[src/rtl/dcc_pkg.sv]
// Shared types, codes and constants of the DMA channel controller.
// Depends on nothing; used by dma_channel_controller.
package dcc_pkg;

  // Channel count range and register map geometry
  localparam int unsigned NUM_CHANNELS_DEF = 8;
  localparam int unsigned MAX_CHANNELS     = 8;
  localparam logic [7:0]  REG_BASE         = 8'h04;
  localparam int unsigned CH_STRIDE        = 28;   // 0x1C bytes per channel

  // Input item kinds
  localparam logic [1:0] IN_REG_WR   = 2'd0;
  localparam logic [1:0] IN_REG_RD   = 2'd1;
  localparam logic [1:0] IN_MEM_DATA = 2'd2;

  // Register offsets inside one channel window
  localparam logic [4:0] REG_SRC  = 5'h00;
  localparam logic [4:0] REG_DST  = 5'h04;
  localparam logic [4:0] REG_XFER = 5'h08;
  localparam logic [4:0] REG_WCNT = 5'h0C;
  localparam logic [4:0] REG_RSVD = 5'h10;
  localparam logic [4:0] REG_FILL = 5'h14;
  localparam logic [4:0] REG_CTRL = 5'h18;

  // Control word fields
  localparam int unsigned CTL_DST_UPD_LO = 10;
  localparam int unsigned CTL_DST_RELOAD = 12;
  localparam int unsigned CTL_SRC_UPD_LO = 13;
  localparam int unsigned CTL_SRC_RELOAD = 15;
  localparam int unsigned CTL_STARTUP_LO = 24;
  localparam int unsigned CTL_IRQ_EN     = 30;
  localparam int unsigned CTL_START      = 31;
  localparam logic [4:0]  STARTUP_MIN    = 5'h10;

  // Address update modes
  localparam logic [1:0] UPD_INC   = 2'd0;
  localparam logic [1:0] UPD_DEC   = 2'd1;
  localparam logic [1:0] UPD_BAD   = 2'd3;

  typedef enum logic [2:0] {
    RES_READ   = 3'd0,
    RES_ACK    = 3'd1,
    RES_MEM_RD = 3'd2,
    RES_MEM_WR = 3'd3,
    RES_DONE   = 3'd4,
    RES_ERROR  = 3'd5
  } res_kind_t;

  typedef enum logic [2:0] {
    ERR_NONE        = 3'd0,
    ERR_UNKNOWN_REG = 3'd1,
    ERR_BAD_UPDATE  = 3'd2,
    ERR_BAD_STARTUP = 3'd3,
    ERR_UNEXPECTED  = 3'd4
  } err_t;

  // One result beat
  typedef struct packed {
    res_kind_t   kind;
    logic [31:0] addr;
    logic [31:0] data;
    logic [2:0]  ch;
    logic        irq;
    err_t        err;
    logic        last;
  } res_t;

  // Address step for one update mode: +4, -4 or fixed
  function automatic logic [31:0] step_of(input logic [1:0] mode);
    logic [31:0] s;
    case (mode)
      UPD_INC: s = 32'h0000_0004;
      UPD_DEC: s = 32'hFFFF_FFFC;
      default: s = 32'h0000_0000;
    endcase
    return s;
  endfunction

endpackage

[src/rtl/dma_channel_controller.sv]
// Multichannel DMA controller: register decode, per-channel registers,
// transfer sequencing and result beat output. Depends on dcc_pkg.
//
// Usage: one command channel in (in_kind, in_offset, in_wdata), taken on a
// rising edge with start high and busy low. Kind 0 writes a register, kind 1
// reads one, kind 2 hands back a memory word that the block asked for.
// Each command gives one or two result beats on the out_ ports, each shown
// for exactly one cycle with out_valid high; out_last marks the final beat.
// Latency: the first beat appears the cycle after the command is taken.
// A new command can be taken while the last beat of the previous one is shown;
// busy is high while a second beat is still queued, which is the only thing
// that holds off the next command.
// A transfer runs one word at a time: a memory read request beat, then for
// each returned word a memory write beat and the next read request, or the
// done beat (irq from the control enable bit) after the last word.
// The receiver cannot stall: every beat is taken in the cycle it is shown.
// Reset (rst_n low, synchronous) clears all channel registers, stops any
// running transfer and drops any queued beat.
module dma_channel_controller #(
  parameter int unsigned NUM_CHANNELS = dcc_pkg::NUM_CHANNELS_DEF
) (
  input  logic        clk,
  input  logic        rst_n,
  input  logic        start,
  output logic        busy,
  input  logic [1:0]  in_kind,
  input  logic [7:0]  in_offset,
  input  logic [31:0] in_wdata,
  output logic        out_valid,
  output logic [2:0]  out_kind_res,
  output logic [31:0] out_mem_addr,
  output logic [31:0] out_rdata,
  output logic [2:0]  out_channel_id,
  output logic        out_irq,
  output logic [2:0]  out_error_code,
  output logic        out_last
);

  localparam int unsigned IDX_W = (NUM_CHANNELS > 1) ? $clog2(NUM_CHANNELS) : 1;

  // Per-channel registers
  logic [31:0] src_reg_r  [NUM_CHANNELS];
  logic [31:0] dst_reg_r  [NUM_CHANNELS];
  logic [31:0] wcnt_reg_r [NUM_CHANNELS];
  logic [31:0] ctl_reg_r  [NUM_CHANNELS];

  // Active transfer state
  logic             run_busy_r, run_busy_nxt;
  logic [IDX_W-1:0] active_r, active_nxt;
  logic [31:0]      words_done_r, words_done_nxt;
  logic [31:0]      cur_src_r, cur_src_nxt;
  logic [31:0]      cur_dst_r, cur_dst_nxt;
  logic [31:0]      act_ctl_r, act_ctl_nxt;
  logic [31:0]      act_wcnt_r, act_wcnt_nxt;

  // Output beat and queued second beat
  logic             out_valid_r;
  dcc_pkg::res_t    out_r;
  logic             pend_valid_r;
  dcc_pkg::res_t    pend_r;

  // Decode and per-command results
  logic             accept;
  logic [7:0]       rel_off;
  logic [3:0]       dec_ch;
  logic [7:0]       dec_base;
  logic [4:0]       reg_sel;
  logic             have_ch;
  logic [IDX_W-1:0] cidx;
  logic             locked;
  logic             ctl_old_start;
  logic [31:0]      wd_inc;
  logic             last_word;
  dcc_pkg::res_t    r0, r1;
  logic             two_res;
  logic             src_we, dst_we, wcnt_we, ctl_we;
  logic [IDX_W-1:0] ctl_widx;
  logic [31:0]      ctl_wdata;

  assign accept = start && !busy;

  // Offset decode: channel = (offset-4)/0x1C, register = remainder
  always_comb begin
    rel_off  = in_offset - dcc_pkg::REG_BASE;
    dec_ch   = 4'd0;
    dec_base = 8'd0;
    for (int k = 1; k <= dcc_pkg::MAX_CHANNELS; k++) begin
      if (rel_off >= 8'(k * dcc_pkg::CH_STRIDE)) begin
        dec_ch   = 4'(k);
        dec_base = 8'(k * dcc_pkg::CH_STRIDE);
      end
    end
    reg_sel = 5'(rel_off - dec_base);
    have_ch = (in_offset >= dcc_pkg::REG_BASE) && (dec_ch < 4'(NUM_CHANNELS));
    cidx    = dec_ch[IDX_W-1:0];
  end

  assign locked        = run_busy_r && (cidx == active_r);
  assign ctl_old_start = ctl_reg_r[cidx][dcc_pkg::CTL_START];
  assign wd_inc        = words_done_r + 32'd1;
  assign last_word     = (wd_inc >= act_wcnt_r) || (wd_inc == 32'd0);

  // Command handling: results and next state
  always_comb begin
    r0             = '0;
    r1             = '0;
    r1.last        = 1'b1;
    two_res        = 1'b0;
    src_we         = 1'b0;
    dst_we         = 1'b0;
    wcnt_we        = 1'b0;
    ctl_we         = 1'b0;
    ctl_widx       = cidx;
    ctl_wdata      = in_wdata;
    run_busy_nxt   = run_busy_r;
    active_nxt     = active_r;
    words_done_nxt = words_done_r;
    cur_src_nxt    = cur_src_r;
    cur_dst_nxt    = cur_dst_r;
    act_ctl_nxt    = act_ctl_r;
    act_wcnt_nxt   = act_wcnt_r;

    if ((in_kind == dcc_pkg::IN_REG_WR) || (in_kind == dcc_pkg::IN_REG_RD)) begin
      r0.ch = have_ch ? 3'(dec_ch) : 3'd0;
      if (!have_ch) begin
        r0.kind = (in_kind == dcc_pkg::IN_REG_WR) ? dcc_pkg::RES_ACK : dcc_pkg::RES_READ;
      end else if (in_kind == dcc_pkg::IN_REG_RD) begin
        if (reg_sel == dcc_pkg::REG_SRC) begin
          r0.kind = dcc_pkg::RES_READ;
          r0.data = src_reg_r[cidx];
        end else if (reg_sel == dcc_pkg::REG_CTRL) begin
          r0.kind = dcc_pkg::RES_READ;
          r0.data = ctl_reg_r[cidx];
        end else begin
          r0.kind = dcc_pkg::RES_ERROR;
          r0.err  = dcc_pkg::ERR_UNKNOWN_REG;
        end
      end else begin
        r0.kind = dcc_pkg::RES_ACK;
        unique case (reg_sel) inside
          dcc_pkg::REG_SRC:  src_we = 1'b1;
          dcc_pkg::REG_DST:  dst_we = 1'b1;
          dcc_pkg::REG_WCNT: wcnt_we = !locked;
          dcc_pkg::REG_XFER, dcc_pkg::REG_RSVD, dcc_pkg::REG_FILL: ;
          dcc_pkg::REG_CTRL: begin
            if (!locked) begin
              ctl_we = 1'b1;
              if (ctl_old_start || !in_wdata[dcc_pkg::CTL_START]) begin
                // plain store
              end else if (run_busy_r) begin
                ctl_wdata[dcc_pkg::CTL_START] = 1'b0;
                r0.kind = dcc_pkg::RES_ERROR;
                r0.err  = dcc_pkg::ERR_UNEXPECTED;
              end else if (in_wdata[dcc_pkg::CTL_STARTUP_LO +: 5] < dcc_pkg::STARTUP_MIN)
              begin
                ctl_wdata[dcc_pkg::CTL_START] = 1'b0;
                r0.kind = dcc_pkg::RES_ERROR;
                r0.err  = dcc_pkg::ERR_BAD_STARTUP;
              end else if ((in_wdata[dcc_pkg::CTL_DST_UPD_LO +: 2] == dcc_pkg::UPD_BAD) ||
                           (in_wdata[dcc_pkg::CTL_SRC_UPD_LO +: 2] == dcc_pkg::UPD_BAD))
              begin
                ctl_wdata[dcc_pkg::CTL_START] = 1'b0;
                r0.kind = dcc_pkg::RES_ERROR;
                r0.err  = dcc_pkg::ERR_BAD_UPDATE;
              end else begin
                // Start a transfer
                two_res        = 1'b1;
                active_nxt     = cidx;
                words_done_nxt = 32'd0;
                cur_src_nxt    = src_reg_r[cidx];
                cur_dst_nxt    = dst_reg_r[cidx];
                act_ctl_nxt    = in_wdata;
                act_wcnt_nxt   = wcnt_reg_r[cidx];
                r1.ch          = 3'(dec_ch);
                if (wcnt_reg_r[cidx] == 32'd0) begin
                  ctl_wdata[dcc_pkg::CTL_START] = 1'b0;
                  run_busy_nxt = 1'b0;
                  r1.kind      = dcc_pkg::RES_DONE;
                  r1.irq       = in_wdata[dcc_pkg::CTL_IRQ_EN];
                end else begin
                  run_busy_nxt = 1'b1;
                  r1.kind      = dcc_pkg::RES_MEM_RD;
                  r1.addr      = src_reg_r[cidx];
                end
              end
            end
          end
          default: begin
            r0.kind = dcc_pkg::RES_ERROR;
            r0.err  = dcc_pkg::ERR_UNKNOWN_REG;
          end
        endcase
      end
    end else if ((in_kind == dcc_pkg::IN_MEM_DATA) && run_busy_r) begin
      // Returned word: write it, then next read or done
      two_res        = 1'b1;
      r0.kind        = dcc_pkg::RES_MEM_WR;
      r0.addr        = cur_dst_r;
      r0.data        = in_wdata;
      r0.ch          = 3'(active_r);
      r1.ch          = 3'(active_r);
      words_done_nxt = wd_inc;
      cur_dst_nxt    = cur_dst_r + dcc_pkg::step_of(act_ctl_r[dcc_pkg::CTL_DST_UPD_LO +: 2]);
      cur_src_nxt    = cur_src_r + dcc_pkg::step_of(act_ctl_r[dcc_pkg::CTL_SRC_UPD_LO +: 2]);
      if (last_word) begin
        run_busy_nxt = 1'b0;
        ctl_we       = 1'b1;
        ctl_widx     = active_r;
        ctl_wdata    = act_ctl_r;
        ctl_wdata[dcc_pkg::CTL_START] = 1'b0;
        r1.kind      = dcc_pkg::RES_DONE;
        r1.irq       = act_ctl_r[dcc_pkg::CTL_IRQ_EN];
      end else begin
        r1.kind      = dcc_pkg::RES_MEM_RD;
        r1.addr      = cur_src_nxt;
      end
    end else begin
      r0.kind = dcc_pkg::RES_ERROR;
      r0.err  = dcc_pkg::ERR_UNEXPECTED;
    end
    r0.last = !two_res;
  end

  // Channel register file
  always_ff @(posedge clk) begin
    if (!rst_n) begin
      for (int i = 0; i < NUM_CHANNELS; i++) begin
        src_reg_r[i]  <= '0;
        dst_reg_r[i]  <= '0;
        wcnt_reg_r[i] <= '0;
        ctl_reg_r[i]  <= '0;
      end
    end else if (accept) begin
      if (src_we)  src_reg_r[cidx]     <= in_wdata;
      if (dst_we)  dst_reg_r[cidx]     <= in_wdata;
      if (wcnt_we) wcnt_reg_r[cidx]    <= in_wdata;
      if (ctl_we)  ctl_reg_r[ctl_widx] <= ctl_wdata;
    end
  end

  // Transfer state
  always_ff @(posedge clk) begin
    if (!rst_n) begin
      run_busy_r   <= 1'b0;
      active_r     <= '0;
      words_done_r <= '0;
      cur_src_r    <= '0;
      cur_dst_r    <= '0;
      act_ctl_r    <= '0;
      act_wcnt_r   <= '0;
    end else if (accept) begin
      run_busy_r   <= run_busy_nxt;
      active_r     <= active_nxt;
      words_done_r <= words_done_nxt;
      cur_src_r    <= cur_src_nxt;
      cur_dst_r    <= cur_dst_nxt;
      act_ctl_r    <= act_ctl_nxt;
      act_wcnt_r   <= act_wcnt_nxt;
    end
  end

  // Result beats: first beat out, second beat queued behind it
  always_ff @(posedge clk) begin
    if (!rst_n) begin
      out_valid_r  <= 1'b0;
      pend_valid_r <= 1'b0;
    end else if (accept) begin
      out_valid_r  <= 1'b1;
      out_r        <= r0;
      pend_valid_r <= two_res;
      pend_r       <= r1;
    end else if (pend_valid_r) begin
      out_valid_r  <= 1'b1;
      out_r        <= pend_r;
      pend_valid_r <= 1'b0;
    end else begin
      out_valid_r  <= 1'b0;
    end
  end

  assign busy           = pend_valid_r;
  assign out_valid      = out_valid_r;
  assign out_kind_res   = out_r.kind;
  assign out_mem_addr   = out_r.addr;
  assign out_rdata      = out_r.data;
  assign out_channel_id = out_r.ch;
  assign out_irq        = out_r.irq;
  assign out_error_code = out_r.err;
  assign out_last       = out_r.last;

`ifndef NO_ASSERTIONS
  // A queued second beat always sits behind a shown first beat
  a_pend_behind_out: assert property (@(posedge clk) disable iff (!rst_n)
    pend_valid_r |-> out_valid_r)
    else $error("queued beat without a beat on the output");

  // A beat that is not the last is followed at once by another
  a_last_follow: assert property (@(posedge clk) disable iff (!rst_n)
    (out_valid_r && !out_r.last) |=> out_valid_r)
    else $error("beat sequence broken before last beat");

  // A read request is only issued for a running transfer
  a_rd_running: assert property (@(posedge clk) disable iff (!rst_n)
    (out_valid_r && (out_r.kind == dcc_pkg::RES_MEM_RD)) |-> run_busy_r)
    else $error("memory read request without a running transfer");

  // Done is shown only after the transfer has stopped
  a_done_idle: assert property (@(posedge clk) disable iff (!rst_n)
    (out_valid_r && (out_r.kind == dcc_pkg::RES_DONE)) |-> !run_busy_r)
    else $error("done reported while transfer still running");

  // Error code present exactly on error beats
  a_err_code: assert property (@(posedge clk) disable iff (!rst_n)
    out_valid_r |-> ((out_r.kind == dcc_pkg::RES_ERROR) == (out_r.err != dcc_pkg::ERR_NONE)))
    else $error("error code does not match result kind");
`endif

endmodule
[config.mk]
export PLATFORM = sky130hd
export DESIGN_NAME = dma_channel_controller
export DESIGN_NICKNAME = d
export VERILOG_FILES = /design/src/rtl/dcc_pkg.sv /design/src/rtl/dma_channel_controller.sv
export SDC_FILE = /design/constraint.sdc
export NUM_CORES = 2
export LEC_CHECK = 0
export BUFFER_PORTS_ARGS = -buffer_cell sky130_fd_sc_hd__buf_4
export CAP_MARGIN = 20
export CORE_AREA = 2 2 372 374
export CTS_BUF_LIST = sky130_fd_sc_hd__clkbuf_16
export DETAILED_ROUTE_END_ITERATION = 8
export DIE_AREA = 0 0 374 376
export PLACE_DENSITY_LB_ADDON = 0.08
export SLEW_MARGIN = 20
export SYNTH_ARGS = -nofsm -noshare
export SYNTH_HDL_FRONTEND = slang
export SYNTH_SLANG_ARGS = --single-unit
[constraint.sdc]
create_clock -name clk -period 8.5 [get_ports clk]
set_input_delay 0.425 -clock clk [delete_from_list [all_inputs] [get_ports clk]]
set_output_delay 0.425 -clock clk [all_outputs]
set_load 0.01 [all_outputs]
# ---- After elaboration in Yosys (flattened, before gate mapping)
# Memory sizes are Yosys's and may differ from the RTL's.
# Cells that the tools add are included.
dict set report classes {
  muxes 201
  add_sub_neg 5
  eq_ne 21
  bitwise_logic 6
  order_cmp 12
  reduce_logical 31
}
# operator count
set op_table {}
lappend op_table {{2-to-1 mux 32 bit} 47}
lappend op_table {{2-to-1 mux 35 bit} 11}
lappend op_table {{2-to-1 mux 75 bit} 2}
lappend op_table {{case mux 32 bit (2 select lines)} 2}
lappend op_table {{OR reduction 32 bit} 4}
lappend op_table {{2-to-1 mux 3 bit} 29}
lappend op_table {{2-to-1 mux 1 bit} 80}
lappend op_table {{2-to-1 mux 67 bit} 1}
lappend op_table {{adder 32 bit} 2}
lappend op_table {{logical NOT 32 bit} 2}
lappend op_table {{2-to-1 mux 4 bit} 14}
lappend op_table {{2-to-1 mux 5 bit} 8}
lappend op_table {{adder 32 x 1 -> 32 bit, second input constant} 1}
lappend op_table {{>= comparator 32 bit} 1}
lappend op_table {{>= comparator 8 bit, second input constant} 4}
lappend op_table {{2-to-1 mux 31 bit} 1}
lappend op_table {{AND reduction 10 bit} 2}
lappend op_table {{>= comparator 8 x 7 -> 1 bit, second input constant} 2}
lappend op_table {{equality test 5 bit, second input constant} 3}
lappend op_table {{!= test 2 bit, second input constant} 7}
lappend op_table {{case mux 3 bit (2 select lines)} 2}
lappend op_table {{equality test 5 x 4 -> 1 bit, second input constant} 2}
lappend op_table {{>= comparator 8 x 3 -> 1 bit, second input constant} 1}
lappend op_table {{>= comparator 8 x 5 -> 1 bit, second input constant} 1}
lappend op_table {{other kinds (21)} 47}
dict set report word_totals {
  n_memories 4
  in_bits 45
  regBits 279
  out_inout_bits 77
  elab_cells 300
  ram_bits 1024
}
# memory depth width rd rd_ports_with_merged_regs wr line
set memory_table {}
lappend memory_table {ctl_reg_r 8 32 1 0 8 dma_channel_controller.sv:45} ;# logic [31:0] ctl_reg_r [NUM_CHANNELS];
lappend memory_table {dst_reg_r 8 32 1 0 8 dma_channel_controller.sv:43} ;# logic [31:0] dst_reg_r [NUM_CHANNELS];
lappend memory_table {src_reg_r 8 32 1 0 8 dma_channel_controller.sv:42} ;# logic [31:0] src_reg_r [NUM_CHANNELS];
lappend memory_table {wcnt_reg_r 8 32 1 0 8 dma_channel_controller.sv:44} ;# logic [31:0] wcnt_reg_r [NUM_CHANNELS];

# ---- Longest topological paths before layout
dict set report logic_depth {
  word_depth 23
  ltp_mapped 27
  mapped_depth_nobuf 19
}

# ---- Worst setup path after synthesis
# OpenSTA, ideal clock, no wires.
dict set report synth_path {
  path_kind {input to register}
  from {input in_offset[2]}
  to {memory src_reg_r[0][0] (enable)}
  path_slack_ns 0.247
  cell_stages 22
  path_buffers 8
  arrival_ns 7.788
  required_ns 8.034
  path_cell_list {buf_6 inv_1 ha_1 nor3b_1 xnor2_1 clkbuf_1 a21oi_1 o21ai_1 nand2_1 inv_2 clkbuf_1 clkbuf_1 buf_1 buf_1 ha_1 fa_1 xnor2_1 nor3_1 nand3_1 clkbuf_1 clkbuf_1 o21ai_0}
}
# element line
set synth_rtl {}
lappend synth_rtl {{start: declaration} dma_channel_controller.sv:27} ;# input logic [7:0] in_offset,
lappend synth_rtl {{end: declaration} dma_channel_controller.sv:42}

==> results by group <==
Die
  • Initial Util: 44.6%
  • I/O pin total: 122
  • Die boundary width: 374 um
  • DIE HEIGHT: 376 um
  • Num rows: 136
  • Die Area: between 0.1 and 0.15 mm^2
  • Area of the core: around 0.14 mm^2

Clock network
  • CTS-repair resized insts: 0
  • TritonCTS clock tree: done
  • Clock slew seen by the registers of the worst setup and hold paths: around 0.06 ns
  • Number of H-tree levels: 4
  • CTS sink count: 1,302
  • Clk Latency, worst-skew pair: approximately 0.80 ns
  • Post-CTS Setup Inserts: 0
  • Root Driver: clkbuf_16
  • CTS hold repair buffers: 3
  • CTS Buf Count: 149
  • Clk buf depth: 3

Synth
  • Count leader, synth: edfxtp_1
  • Post-synthesis compound-gate area fraction: 13.5%
  • Synthesis Warnings: 0
  • Synth area leader: edfxtp_1
  • Mapped Area: 0.0610 mm^2
  • Post-synthesis simple-gate area fraction: 16.7%
  • Post-synth EDFFs: 1,137
  • Share of the synthesized area in the top cell type: 56.0%
  • Async S/R FF share, synth: 0%
  • FF+latch count, synth: 1,302
  • Synth top area cells: edfxtp_1 (56%), and2_1 (7.6%), dfxtp_1 (5.4%), nor2_1 (3.2%), nand2_1 (2.8%)
  • Post-Syn Instances: 5,330
  • Sequential fraction of the synthesis area: 61.4%
  • Top FF cell, synth: edfxtp_1
  • Post-synth top cells: edfxtp_1 (1,137), and2_1 (739), nor2_1 (515), nand2_1 (459), clkbuf_1 (365)
  • Synthesized area per cell: around 11 um^2
  • Syn Nets: ~5,500
  • Mux cell area share after synthesis: between 1 and 1.5%
  • Largest family of logic cells by synthesized area: simple AND/OR/NAND/NOR gates
  • Adder-Cell Fraction of Synth Area: roughly 2.1%
  • Xor and xnor area share after synthesis: 1.32%
  • Synth cell types: 85

Global routing
  • Vias in the first global route: approximately 42,000
  • Initial antenna violation count: 15
  • Remaining Overflow, GRT: 0
  • First-pass GRT wire length: 305,000 um
  • Largest net degree at the start of global routing: 79
  • GRT Overall Usage: 29.9%

Setup path
  • CP Class: input port to register
  • Most frequent cell on the critical path: buf_4
  • Crit-path cells: buf_4 -> inv_1 -> ha_1 -> nor3b_1 -> xnor2_1 -> a211oi_2 -> o32ai_4 -> buf_4 -> and2_2 -> buf_4 -> a2111oi_0 -> o2111ai_1 -> nor4_1 -> nand4_1 -> o21ai_4 -> o31a_1 -> nor2_1
  • Crit-path leading delay family: compound AO/OA/AOI/OAI gates
  • CP Max Fanout: 30
  • Slowest CP cell: o21ai_4
  • Buf+Inv Stages, Crit Path: 4
  • WP data required: 9.02 ns
  • Crit start category: input port
  • CP Capture Type: register
  • R2r worst-path depth: 19
  • Slowest stage delay, CP: 0.97 ns
  • Number of stages on the worst setup path: 17
  • Crit path DAT: ~7.5 ns

Power and ir drop
  • Cell Int Power: 11.1 mW
  • Leak Pwr: between 20 and 25 nW
  • Clock share of power: 41.2%
  • Power share of the sequential group: 48.4%
  • Switching power total: between 3 and 4 mW
  • P per Cell Area: 218 mW/mm^2
  • Sw frac: 26.1%
  • Logic pwr share: 10.4%
  • Worst vdd ir: 0.000173 V

Timing
  • Actual slew at the worst max-slew pin: 1.20 ns
  • Final hold violation count: 0
  • Fmax: 144 MHz
  • Minimum clock period: 6.96 ns
  • Final TNS setup: 0 ns
  • Hold slack: just under 0.09 ns
  • Worst rel slew slack: 19.6%
  • Final Setup Violations: 0
  • Clk_skew: 0.0325 ns
  • RSZ-0062 raised after global routing: false
  • Slew Viols, Final: 0
  • Final Cycle Share: 81.9%

Finish
  • Area Growth Syn to Fin: 12.9%
  • # nets final: 5,451
  • Fillcell total: 12,000
  • Final Cell Area: 0.0688 mm^2
  • Finished Core Util: between 50% and 60%
  • Share of cells above drive strength 1: 10.9%
  • Finished Layout Cells: 7,220

Drt
  • Starting DRT DRC Count: 4,942
  • Highest metal used: met4
  • Routed len/inst: ~30 um
  • Vias post-DR: 44,000
  • Via/cell ratio: 6.10
  • DRT met1 WL: 91,100 um
  • Drt total wl: roughly 210,000 um
  • Wire length on met3: 17,500 um
  • DR WL met2: between 90,000 and 100,000 um
  • DRT Pass-1 Iters: 6
  • DRC: 0
  • Post-route ant nets: 0

Placement
  • PortBufs: between 100 and 150
  • Placed insts: around 6,900
  • HPWL after DPL: 131,000 um
  • DP Area: 0.0641 mm^2
  • Gpl congestion: 0.906

Min path
  • HP Class: input port to register
  • Hold Path Stages: 3

Job
  • Max cap viols: 0

Run status
  • Run status: finished, final reports clean
final timing paths:
check	slack [ns]	to	from
max	1.54	ctl_reg_r[3][31]$_SDFFCE_PN0P_	in_offset[3]
max reg2reg	1.57	ctl_reg_r[6][11]$_SDFFCE_PN0P_	words_done_r[0]$_SDFFE_PN0P_
min	0.09	act_ctl_r[3]$_SDFFE_PN0P_	in_wdata[3]
min reg2reg	0.45	act_ctl_r[18]$_SDFFE_PN0P_	act_ctl_r[18]$_SDFFE_PN0P_
power groups by stage:
| stage | registers [mW] | clock network, mW | logic (mW) |
|---|---|---|---|
| after floorplan | 7.40 | 0 | 0.735 |
| after detailed placement | 7.40 | 0 | 1.52 |
| after CTS | 7.27 | 6.26 | 1.52 |
| final | 7.27 | 6.18 | 1.56 |
| after global placement | 7.40 | 0 | 1.51 |
| after global routing | 7.29 | 6.50 | 1.61 |
registers in the layout, summed over array words and instances, names as in the netlist, 3 cells and up:
name,count
out_error_code,3
dst_reg_r,256
words_done_r,32
act_wcnt_r,32
out_kind_res,3
out_mem_addr,32
pend_r,38
wcnt_reg_r,256
out_rdata,32
cur_src_r,32
act_ctl_r,31
ctl_reg_r,256
active_r,3
cur_dst_r,32
src_reg_r,256
out_channel_id,3
cells by family (layout without fill, tap and decap cells):
family	count (synthesis)	after routing
adders and majority gates	101	101
other	0	2
and+or+nand+nor	2042	2042
DFF	1302	1302
muxes	89	89
buffers and inverters	544	638
AOI/OAI and AO/OA	1160	1160
xor gates and xnor gates	92	92
final cells by class:
cell class / count / area [um^2] / share of cell area (%)
clock buffer: 154 / 3850 / 5.60
timing repair buffer: 267 / 2070 / 3.01
sequential: 1302 / 37400 / 54.4
inverter: 101 / 382 / 0.555
multi-input combinational: 3484 / 22000 / 32.0
antenna: 2 / 5.00 / 0.00727
tap: 1794 / 2240 / 3.26
clock inverter: 116 / 793 / 1.15
per-layer routing:
| layer | vias to the layer above | track usage [%] |
|---|---|---|
| met1 | 22200 | 41.7 |
| met2 | 1959 | 47.2 |
| met3 | 321 | 5.48 |
| met4 | 0 | 9.65 |
| met5 | - | 0 |
| li1 | 19500 | - |
layout by cell type (no fill, tap or decap), types with 137 or more instances in the layout:
cell type | synthesis | final
edfxtp_1 | 1137 | 1137
and2_1 | 739 | 734
nor2_1 | 515 | 486
nand2_1 | 459 | 445
buf_4 | 3 | 259
dfxtp_1 | 165 | 165
a21oi_1 | 165 | 163
a22oi_1 | 162 | 162
clkbuf_16 | 0 | 154
inv_1 | 96 | 138
o21ai_0 | 175 | 137
through the flow:
step / worst slack (ns) / power (mW)
2_1_floorplan: 0.247 / 8.13
3_3_place_gp: 0.978 / 8.91
3_5_place_dp: 1.00 / 8.92
4_1_cts: 1.62 / 15.1
5_1_grt: 1.21 / 15.4
6_report: 1.54 / 15.0
tightest hold or removal path, delay by kind of cell:
| kind | cells | cell delay [ns] |
|---|---|---|
| buf+inv | 1 | 0.24 |
| simple gates | 1 | 0.11 |
| compound gates | 1 | 0.06 |
Power figures use the tool's default switching activity.
